--- src/rtl/core/hsvrgb_pkg.sv ---
// types, constants and stage controls shared by the hsv to rgb converter
`timescale 1ns / 1ps

package hsvrgb_pkg;

	localparam int unsigned HUE_FULL    = 5760;
	localparam int unsigned HUE_SECTOR  = 960;
	localparam int unsigned FULL_SCALE  = 255;
	localparam int unsigned DEN         = FULL_SCALE * HUE_SECTOR;

	localparam int unsigned HUE_W   = 13;
	localparam int unsigned FRAC_W  = 10;
	localparam int unsigned PROD_W  = 18;
	localparam int unsigned X_W     = 26;

	// reciprocal of DEN; the quotient estimate is at most one low
	localparam int unsigned RECIP_SHIFT = 26;
	localparam int unsigned RECIP       = (1 << RECIP_SHIFT) / DEN;
	localparam int unsigned RECIP_W     = 9;
	localparam int unsigned MQ_W        = X_W + RECIP_W;

	typedef struct packed {
		logic [15:0] hue;
		logic        hue_undefined;
		logic [7:0]  saturation;
		logic [7:0]  brightness;
	} hsv_t;

	typedef struct packed {
		logic [7:0] red;
		logic [7:0] green;
		logic [7:0] blue;
	} rgb_t;

	typedef enum logic [2:0] {
		SEC_RED_YEL = 3'd0,
		SEC_YEL_GRN = 3'd1,
		SEC_GRN_CYN = 3'd2,
		SEC_CYN_BLU = 3'd3,
		SEC_BLU_MAG = 3'd4,
		SEC_MAG_RED = 3'd5
	} sector_t;

	typedef struct packed {
		sector_t    sector;
		logic       sat_zero;
		logic       hue_undefined;
		logic [7:0] brightness;
	} side_t;

	typedef struct packed {
		logic en_s1;
		logic en_s2;
		logic en_s3;
		logic en_s4;
		logic en_s5;
		logic en_s6;
	} pipe_en_t;

endpackage

--- src/rtl/core/hsv_to_rgb_converter_top.sv ---
// top level of the hsv to rgb pixel converter
`timescale 1ns / 1ps

// Converts one HSV pixel per clock to 8-bit RGB while rgb is not stalled.
// Six register stages: out-of-range hue to zero and sector split, products
// with saturation, numerators over 255*960, reciprocal multiply, quotient
// check product, then correction, sector ordering and the output register.
// An accepted word shows on rgb once it reaches the output register;
// throughput is one word per cycle while rgb is not stalled. Each stage
// holds when it is full and the stage after it cannot load, so empty stages
// are filled even while the output waits. hsv_stall only rises when rgb is
// valid and stalled and every stage ahead is full.

module hsv_to_rgb_converter_top import hsvrgb_pkg::*; (
	input  logic clk,
	input  logic arst_n,
	input  logic hsv_valid,
	output logic hsv_stall,
	input  hsv_t hsv,
	output logic rgb_valid,
	input  logic rgb_stall,
	output rgb_t rgb
);

	logic [5:0]        vld_q;
	logic [6:0]        ready;
	pipe_en_t          en;
	side_t             side_s1;
	logic [FRAC_W-1:0] frac_s1;
	logic [7:0]        sat_s1;
	logic [X_W-1:0]    xp_s3;
	logic [X_W-1:0]    xq_s3;
	logic [X_W-1:0]    xt_s3;
	logic [7:0]        p;
	logic [7:0]        q;
	logic [7:0]        t;

	// ready[i] means stage i+1 may load this cycle
	always_comb begin
		ready[6] = 1'b0;
		ready[5] = !vld_q[5] || !rgb_stall;
		for (int i = 4; i >= 0; i--) begin
			ready[i] = !vld_q[i] || ready[i+1];
		end
	end

	assign en.en_s1 = ready[0];
	assign en.en_s2 = ready[1];
	assign en.en_s3 = ready[2];
	assign en.en_s4 = ready[3];
	assign en.en_s5 = ready[4];
	assign en.en_s6 = ready[5];

	always_ff @(posedge clk or negedge arst_n) begin
		if (!arst_n) begin
			vld_q <= '0;
		end else begin
			if (ready[0]) begin
				vld_q[0] <= hsv_valid;
			end
			for (int i = 1; i < 6; i++) begin
				if (ready[i]) begin
					vld_q[i] <= vld_q[i-1];
				end
			end
		end
	end

	assign hsv_stall = !ready[0] || ready[6];
	assign rgb_valid = vld_q[5];

	hsvrgb_sector u_sector (
		.clk     (clk),
		.en      (en),
		.hsv     (hsv),
		.side_s1 (side_s1),
		.frac_s1 (frac_s1),
		.sat_s1  (sat_s1)
	);

	hsvrgb_levels u_levels (
		.clk     (clk),
		.en      (en),
		.side_s1 (side_s1),
		.frac_s1 (frac_s1),
		.sat_s1  (sat_s1),
		.xp_s3   (xp_s3),
		.xq_s3   (xq_s3),
		.xt_s3   (xt_s3)
	);

	hsvrgb_div u_div_p (
		.clk   (clk),
		.en    (en),
		.x_s3  (xp_s3),
		.level (p)
	);

	hsvrgb_div u_div_q (
		.clk   (clk),
		.en    (en),
		.x_s3  (xq_s3),
		.level (q)
	);

	hsvrgb_div u_div_t (
		.clk   (clk),
		.en    (en),
		.x_s3  (xt_s3),
		.level (t)
	);

	hsvrgb_select u_select (
		.clk     (clk),
		.en      (en),
		.side_s1 (side_s1),
		.p       (p),
		.q       (q),
		.t       (t),
		.rgb_s6  (rgb)
	);

endmodule

--- src/rtl/core/hsvrgb_sector.sv ---
// stage 1: out-of-range hue to zero, sector and fraction within the sector
`timescale 1ns / 1ps

module hsvrgb_sector import hsvrgb_pkg::*; (
	input  logic              clk,
	input  pipe_en_t          en,
	input  hsv_t              hsv,
	output side_t             side_s1,
	output logic [FRAC_W-1:0] frac_s1,
	output logic [7:0]        sat_s1
);

	logic [HUE_W-1:0] hue_w;
	logic [HUE_W-1:0] base;
	sector_t          sector;

	always_comb begin
		hue_w = (hsv.hue >= 16'(HUE_FULL)) ? '0 : hsv.hue[HUE_W-1:0];
		if (hue_w >= HUE_W'(5 * HUE_SECTOR)) begin
			sector = SEC_MAG_RED;
			base   = HUE_W'(5 * HUE_SECTOR);
		end else if (hue_w >= HUE_W'(4 * HUE_SECTOR)) begin
			sector = SEC_BLU_MAG;
			base   = HUE_W'(4 * HUE_SECTOR);
		end else if (hue_w >= HUE_W'(3 * HUE_SECTOR)) begin
			sector = SEC_CYN_BLU;
			base   = HUE_W'(3 * HUE_SECTOR);
		end else if (hue_w >= HUE_W'(2 * HUE_SECTOR)) begin
			sector = SEC_GRN_CYN;
			base   = HUE_W'(2 * HUE_SECTOR);
		end else if (hue_w >= HUE_W'(HUE_SECTOR)) begin
			sector = SEC_YEL_GRN;
			base   = HUE_W'(HUE_SECTOR);
		end else begin
			sector = SEC_RED_YEL;
			base   = '0;
		end
	end

	always_ff @(posedge clk) begin
		if (en.en_s1) begin
			side_s1.sector        <= sector;
			side_s1.sat_zero      <= (hsv.saturation == 8'd0);
			side_s1.hue_undefined <= hsv.hue_undefined;
			side_s1.brightness    <= hsv.brightness;
			frac_s1               <= FRAC_W'(hue_w - base);
			sat_s1                <= hsv.saturation;
		end
	end

endmodule

--- src/rtl/core/hsvrgb_levels.sv ---
// stages 2 and 3: numerators of p, q and t scaled to the common denominator
`timescale 1ns / 1ps

module hsvrgb_levels import hsvrgb_pkg::*; (
	input  logic              clk,
	input  pipe_en_t          en,
	input  side_t             side_s1,
	input  logic [FRAC_W-1:0] frac_s1,
	input  logic [7:0]        sat_s1,
	output logic [X_W-1:0]    xp_s3,
	output logic [X_W-1:0]    xq_s3,
	output logic [X_W-1:0]    xt_s3
);

	logic [PROD_W-1:0] sf_s2;
	logic [PROD_W-1:0] sft_s2;
	logic [15:0]       pv_s2;
	logic [7:0]        v_s2;
	logic [FRAC_W:0]   frac_rest;

	assign frac_rest = (FRAC_W + 1)'(HUE_SECTOR) - {1'b0, frac_s1};

	always_ff @(posedge clk) begin
		if (en.en_s2) begin
			sf_s2  <= PROD_W'(sat_s1) * PROD_W'(frac_s1);
			sft_s2 <= PROD_W'(sat_s1) * PROD_W'(frac_rest);
			pv_s2  <= 16'(side_s1.brightness) * 16'(8'(FULL_SCALE) - sat_s1);
			v_s2   <= side_s1.brightness;
		end
	end

	// p is brought onto the same denominator as q and t
	always_ff @(posedge clk) begin
		if (en.en_s3) begin
			xp_s3 <= X_W'(pv_s2) * X_W'(HUE_SECTOR);
			xq_s3 <= X_W'(v_s2) * X_W'(PROD_W'(DEN) - sf_s2);
			xt_s3 <= X_W'(v_s2) * X_W'(PROD_W'(DEN) - sft_s2);
		end
	end

endmodule

--- src/rtl/core/hsvrgb_div.sv ---
// stages 4 and 5: truncating division by 255*960 via reciprocal and one correction
`timescale 1ns / 1ps

module hsvrgb_div import hsvrgb_pkg::*; (
	input  logic           clk,
	input  pipe_en_t       en,
	input  logic [X_W-1:0] x_s3,
	output logic [7:0]     level
);

	logic [X_W-1:0]  x_s4;
	logic [MQ_W-1:0] mq_s4;
	logic [X_W-1:0]  x_s5;
	logic [7:0]      q0_s5;
	logic [X_W-1:0]  prod_s5;
	logic [7:0]      q0_w;
	logic [X_W-1:0]  rem;

	assign q0_w = mq_s4[RECIP_SHIFT +: 8];

	always_ff @(posedge clk) begin
		if (en.en_s4) begin
			x_s4  <= x_s3;
			mq_s4 <= MQ_W'(x_s3) * MQ_W'(RECIP);
		end
	end

	always_ff @(posedge clk) begin
		if (en.en_s5) begin
			x_s5    <= x_s4;
			q0_s5   <= q0_w;
			prod_s5 <= X_W'(q0_w) * X_W'(DEN);
		end
	end

	// estimate is never high, so one step up at most
	assign rem   = x_s5 - prod_s5;
	assign level = q0_s5 + 8'(rem >= X_W'(DEN));

endmodule

--- src/rtl/core/hsvrgb_select.sv ---
// side info delay line and stage 6: sector ordering and gray/black override
`timescale 1ns / 1ps

module hsvrgb_select import hsvrgb_pkg::*; (
	input  logic       clk,
	input  pipe_en_t   en,
	input  side_t      side_s1,
	input  logic [7:0] p,
	input  logic [7:0] q,
	input  logic [7:0] t,
	output rgb_t       rgb_s6
);

	side_t side_s2;
	side_t side_s3;
	side_t side_s4;
	side_t side_s5;
	rgb_t  rgb_w;
	logic [7:0] v;
	logic [7:0] gray;

	always_ff @(posedge clk) begin
		if (en.en_s2) begin
			side_s2 <= side_s1;
		end
		if (en.en_s3) begin
			side_s3 <= side_s2;
		end
		if (en.en_s4) begin
			side_s4 <= side_s3;
		end
		if (en.en_s5) begin
			side_s5 <= side_s4;
		end
	end

	assign v    = side_s5.brightness;
	assign gray = side_s5.hue_undefined ? v : 8'd0;

	always_comb begin
		case (side_s5.sector)
			SEC_RED_YEL: rgb_w = '{red: v, green: t, blue: p};
			SEC_YEL_GRN: rgb_w = '{red: q, green: v, blue: p};
			SEC_GRN_CYN: rgb_w = '{red: p, green: v, blue: t};
			SEC_CYN_BLU: rgb_w = '{red: p, green: q, blue: v};
			SEC_BLU_MAG: rgb_w = '{red: t, green: p, blue: v};
			default:     rgb_w = '{red: v, green: p, blue: q};
		endcase
		if (side_s5.sat_zero) begin
			rgb_w = '{red: gray, green: gray, blue: gray};
		end
	end

	always_ff @(posedge clk) begin
		if (en.en_s6) begin
			rgb_s6 <= rgb_w;
		end
	end

endmodule

--- config.mk ---
export PLATFORM = sky130hd
export DESIGN_NAME = hsv_to_rgb_converter_top
export DESIGN_NICKNAME = d
export VERILOG_FILES = /design/src/rtl/core/hsvrgb_pkg.sv /design/src/rtl/core/hsv_to_rgb_converter_top.sv /design/src/rtl/core/hsvrgb_sector.sv /design/src/rtl/core/hsvrgb_levels.sv /design/src/rtl/core/hsvrgb_div.sv /design/src/rtl/core/hsvrgb_select.sv
export SDC_FILE = /design/constraint.sdc
export NUM_CORES = 2
export LEC_CHECK = 0
export BUFFER_PORTS_ARGS = -buffer_cell sky130_fd_sc_hd__clkbuf_2
export CAP_MARGIN = 20
export CELL_PAD_IN_SITES_DETAIL_PLACEMENT = 0
export CELL_PAD_IN_SITES_GLOBAL_PLACEMENT = 1
export CORE_AREA = 2 2 382 384
export CTS_CLUSTER_DIAMETER = 200
export DETAILED_ROUTE_END_ITERATION = 8
export DIE_AREA = 0 0 384 386
export GPL_TIMING_DRIVEN = 0
export PLACE_DENSITY_LB_ADDON = 0.1
export SLEW_MARGIN = 40
export SYNTH_ARGS = -nofsm -noshare
export SYNTH_HDL_FRONTEND = slang
export SYNTH_HIERARCHICAL = 1
export SYNTH_SLANG_ARGS = --single-unit
--- constraint.sdc ---
create_clock -name clk -period 5.6 [get_ports clk]
set_clock_uncertainty 0.15 [all_clocks]
set_input_delay 0.28 -clock clk [delete_from_list [all_inputs] [get_ports clk]]
set_output_delay 0.28 -clock clk [all_outputs]
set_load 0.1 [all_outputs]
# Word level (Yosys, flattened, before mapping)
# Index checks and enable logic that the tools add are counted.
# word_totals
register_bits,558
inputBits,37
wordCells,119
# op_classes
n_mul,12
n_reduce_logical,17
n_mux,13
n_eq_ne,4
n_addsub,11
order_cmp,9
# ops
cell,n
case mux 24 bit (5 select lines),1
greater-or-equal comparator 26 x 18 -> 1 bit (second input constant),3
subtractor 26 bit,3
multiplier 26 x 8 -> 33 bit (second input constant),2
multiplier 8 x 12 -> 20 bit (second input constant),3
multiplier 8 x 26 -> 26 bit,2
two-way mux 10 bit,5
subtractor 18 x 18 -> 19 bit (first input constant),2
multiplier 20 x 8 -> 27 bit (second input constant),1
greater-or-equal comparator 13 x 12 -> 1 bit (second input constant),2
adder 8 x 1 -> 8 bit,3
two-way mux 24 bit,1
multiplier 16 x 4 -> 20 bit (second input constant),1
multiplier 8 x 10 -> 18 bit,1
multiplier 8 x 11 -> 18 bit,1
greater-or-equal comparator 16 x 13 -> 1 bit (second input constant),1
multiplier 8 x 16 -> 16 bit,1
greater-or-equal comparator 13 x 10 -> 1 bit (second input constant),1
greater-or-equal comparator 13 x 11 -> 1 bit (second input constant),1
greater-or-equal comparator 13 bit (second input constant),1
two-way mux 13 bit,1
subtractor 10 x 10 -> 11 bit (first input constant),1
subtractor 10 bit,1
subtractor 8 x 8 -> 9 bit (first input constant),1
11 further kinds,26

# Depth between registers and ports, before layout
# depth
ltp_word,9
depth_mapped,24
depth_no_buf,24

# Modules after synthesis
# Netlist, hierarchy kept.
# modules_own_cells
module,cells_each,instances,seq_area_each_um2,area_each_um2
hsvrgb_levels,2453,1,3903.7,23588.9
hsvrgb_div at u_div_q ...,668,2,2162.1,7060.5
hsvrgb_div at u_div_p,717,1,2162.1,7310.8
hsvrgb_select,236,1,2282.2,3474.6
hsvrgb_sector,96,1,930.9,1406.3
hsv_to_rgb_converter_top,21,1,150.1,242.7

# Worst setup path after synthesis
# No wires, ideal clock.
# synth_timing
path_type,flip-flop to flip-flop
from,reg vld_q[5]
to,reg u_div_p.prod_s5[10] (enable)
stages_incl_launch_ff,2
setup_slack_ns,-0.659
path_buffers,0
setup_ns,1.601
synth_period_minus_slack_ns,6.259
t_arrival_ns,4.508
path_cell_list,dfrtp_1 nand3_1
# synth_rtl
element,line_no,text
"start, declared",hsv_to_rgb_converter_top.sv:25,logic [5:0] vld_q;
"start signal, assigned by index",hsv_to_rgb_converter_top.sv:63,vld_q[i] <= vld_q[i-1];
"end signal, assigned",hsvrgb_div.sv:32,prod_s5 <= X_W'(q0_w) * X_W'(DEN);
"end, declared",hsvrgb_div.sv:15,logic [X_W-1:0] prod_s5;

# Final worst setup path
# layout_timing
from,reg u_levels.sf_s2[4]
to,reg u_levels.xq_s3[22] (data pin)
# layout_via
elab_chain_len,2
# layout_lines
element,line_no,text
"start, declared",hsvrgb_levels.sv:15,logic [PROD_W-1:0] sf_s2;
"start signal, assigned",hsvrgb_levels.sv:25,sf_s2 <= PROD_W'(sat_s1) * PROD_W'(frac_s1);
subtractor 18 x 18 -> 19 bit,hsvrgb_levels.sv:36,xq_s3 <= X_W'(v_s2) * X_W'(PROD_W'(DEN) - sf_s2);
multiplier 8 x 26 -> 26 bit,hsvrgb_levels.sv:36,
"end signal, assigned",hsvrgb_levels.sv:36,
"end, declared",hsvrgb_levels.sv:11,"output logic [X_W-1:0] xq_s3,"
# No other way between the ends.
# A chain may end at the register's enable or synchronous reset.

==> metrics.md <==
| Metric | Value |
|---|---|
| Worst setup path class | reg2reg |
| Final Instance Area | just under 0.06 sq mm |
| Antenna violations before repair | 2 |
| Largest net degree at the start of global routing | roughly 100 |
| Finished Core Util | 0.405 |
| Asr flop ratio synth | 0.0131 |
| Vias/cell | around 4.7 |
| Main synth FF type | edfxtp_1 |
| Filler Cell Count | about 14000 |
| Placed cell area | roughly 0.053 sq mm |
| Chip width | ~380 um |
| Crit end category | flip-flop |
| Non-filler cells, final | between 7000 and 8000 |
| Reg clk slew, reported paths | 0.06 ns |
| # placed instances | just under 7000 |
| Post-DRT Antenna Nets | 0 |
| TritonCTS Buffers | 58 |
| # H-tree levels | 2 |
| Die footprint | roughly 0.15 sq mm |
| CTS Root Cell | clkbuf_16 |
| Slew margin rel. | 0.421 |
| TritonCTS clock tree | done |
| First-pass GRT wire length | about 190000 um |
| Worst Path Required | 5.85 ns |
| Vias in the first global route | 34900 |
| Starting density of the core | 0.347 |
| Status | complete, but fails checks |
| Area leader, netlist | edfxtp_1 |
| Period utilisation layout | 1.10 |
| Layout cells sized above 1 | 0.131 |
| Io pins | 63 |
| Core Rows | 140 |
| Layout overhead on the synthesized area | 16.7% |
| DRT iter0 DRCs | between 1000 and 1500 |
| Worst-skew pair later-pin latency | between 0.6 and 0.7 ns |
| Max Cap Viol | 0 |
| Syn Std Cell Area | ~0.050 sq mm |
| Total core area | 0.145 sq mm |
| IO Port Bufs | slightly below 60 |
| Tmin final | 6.15 ns |
| Crit path max fanout | 4 |
| Synth top area cells | edfxtp_1 (27%), fa_1 (21%), ha_1 (17%) |
| Synth Area per Inst | between 10 and 15 sq um |
| Clock Sinks | between 400 and 500 |
| DP Wirelength | 94300 um |
| Max Slew Vio Count | 0 |
| Via count | around 33000 |
| DRC Markers | 0 |
| Nets | roughly 6400 |
| GRT Total Usage | 0.165 |
| Setup_tns | -5.53 ns |
| Final hold violation count | 0 |
| Crit path DAT | 6.39 ns |
| RSZ-0062 raised after global routing | yes |
| Worst Tran Pin Value | 0.868 ns |
| Failing checks | negative setup slack |
| Drt total wl | between 100000 and 150000 um |
| Post-Syn Instances | 4859 |
| Setup ws final | -0.549 ns |
| Post-synthesis sequential area ratio | 0.274 |
| Synth unique cells | around 110 |
| Final setup violation count | 23 |
| Share of the synthesized area in the top cell type | 0.271 |
| Setup slack, reg-to-reg | -0.55 ns |
| Post-synth EDFFs | 453 |
| WL/cell | between 15 and 20 um |
| Synthesis Warnings | 6 |
| Clk buf depth | 3 |
| Max Freq | around 0.16 GHz |
| Gp weighted congestion | 0.783 |
| GR Overflow Total | 0 |
| TritonRoute pass-1 iters | 5 |
| Die Y | 386 um |
| Critical Path Source Type | flip-flop |
| Synth Register Bits | about 460 |
| Worst min path class | in2reg |
-- synthesized netlist by cell type, drive strengths merged, types with 10 or more instances --
master      n
and2      261
a31oi      21
fa        536
o21ai      95
or2        17
nand2     330
a211o      13
a2111oi    12
nor2b      72
nand2b     71
a31o       13
inv      1067
o211ai     11
o21a       21
clkbuf     74
ha        685
nor4       10
or3        19
xnor2     181
a32o       10
edfxtp    453
a221oi     19
buf        31
o21bai     20
xor2       77
and3       18
a21oi     176
a21boi     13
nor3       61
nand4      29
a211oi     37
nor2      124
nor3b      24
a21o       50
mux2i      19
nand3      61
-- through the flow --
stage | hold WS, ns | worst slack (ns)
finish | 0.0566 | -0.549
global route | 0.0516 | -0.732
CTS | 0.0000886 | -0.555
detailed placement | -0.0364 | -1.17
global placement | -0.0310 | -1.23
floorplan | -0.166 | -0.180
-- worst paths after layout --
path | start | end | cells past startpoint
max | u_levels/sf_s2[4]$_DFFE_PP_ | u_levels/xq_s3[22]$_DFFE_PP_ | 25
min | hsv[23] | u_sector/frac_s1[6]$_DFFE_PP_ | 4
max reg2reg | u_levels/sf_s2[4]$_DFFE_PP_ | u_levels/xq_s3[22]$_DFFE_PP_ | 25
min reg2reg | u_div_p/x_s4[15]$_DFFE_PP_ | u_div_p/x_s5[15]$_DFFE_PP_ | 0
max in group asynchronous | arst_n | vld_q[0]$_DFFE_PN0P_ | 3
min in group asynchronous | arst_n | vld_q[3]$_DFFE_PN0P_ | 3
-- sequential cells by signal, indices dropped and copies added (netlist names), 17 cells and up --
name	count
u_select/rgb_s6	24
u_levels/xq_s3	26
u_div_q/x_s5	20
u_div_p/x_s4	20
u_levels/sf_s2	18
u_levels/xt_s3	25
u_div_t/x_s5	20
u_div_t/x_s4	20
u_div_p/x_s5	20
u_div_q/x_s4	20
u_levels/xp_s3	20
u_levels/sft_s2	17
-- critical path, cell delays in order (launching register included) --
cell and delay, ns:
edfxtp_1 0.39, or3_4 0.43, or3b_4 0.42, buf_4 0.16, a21oi_4 0.17, xnor2_4 0.17
buf_6 0.13, nand2_1 0.06, fa_1 0.53, inv_1 0.05, fa_1 0.48, fa_1 0.49
inv_1 0.05, fa_1 0.55, inv_2 0.06, ha_4 0.18, nor2_4 0.11, buf_4 0.11
a21oi_2 0.05, o211ai_1 0.10, buf_4 0.17, a31oi_4 0.12, a211oi_4 0.37, o21ai_1 0.09
a21oi_1 0.18, xnor2_1 0.13
-- logic make-up after synthesis --
group,synth area share
adder cells (fa/ha/maj),0.385
buffers and inverters,0.0902
AND/OR/NAND/NOR,0.116
AO/OA/AOI/OAI,0.0828
flip-flops,0.274
XOR/XNOR,0.0457
multiplexers,0.00559
other,0.0000748
-- timing repair --
| action | 4_1_cts | 5_1_grt |
|---|---|---|
| hold buffers | 31 | 0 |
| endpoints found under the hold margin | 35 | 0 |
| pin swaps | 141 | 117 |
| endpoints found under the setup margin | 40 | 39 |
| gates resized for setup | 249 | 94 |
| buffers inserted | 107 | 57 |
-- layout make-up --
cell class	count	area, sq um	area share
plain buffers	91	503	0.00860
well taps	1917	2400	0.0410
diodes	1	2.50	0.0000428
flip-flops and latches	459	13800	0.235
repair buffers	257	2170	0.0371
multi-input cells	3232	33700	0.575
inverters	1068	4020	0.0687
clock buffers	65	1520	0.0260
clock inverters	44	475	0.00813
-- layer usage --
layer / share of wire / GRT usage
met3: 0.027 / 0.0190
met5: 0 / 0
met2: 0.46 / 0.270
met4: 0.021 / 0.0355
met1: 0.49 / 0.235
-- cells in the final DEF (no fill, tap or decap), drive strengths merged, types with 176 or more instances in the layout --
master and n:
edfxtp 453, and2 261, ha 685, fa 536
xnor2 181, clkbuf 185, buf 197, a21oi 176
inv 1071, nand2 330
Power is not shown: default switching activity piles up to over one toggle a cycle in this logic, so the estimate is an artifact.
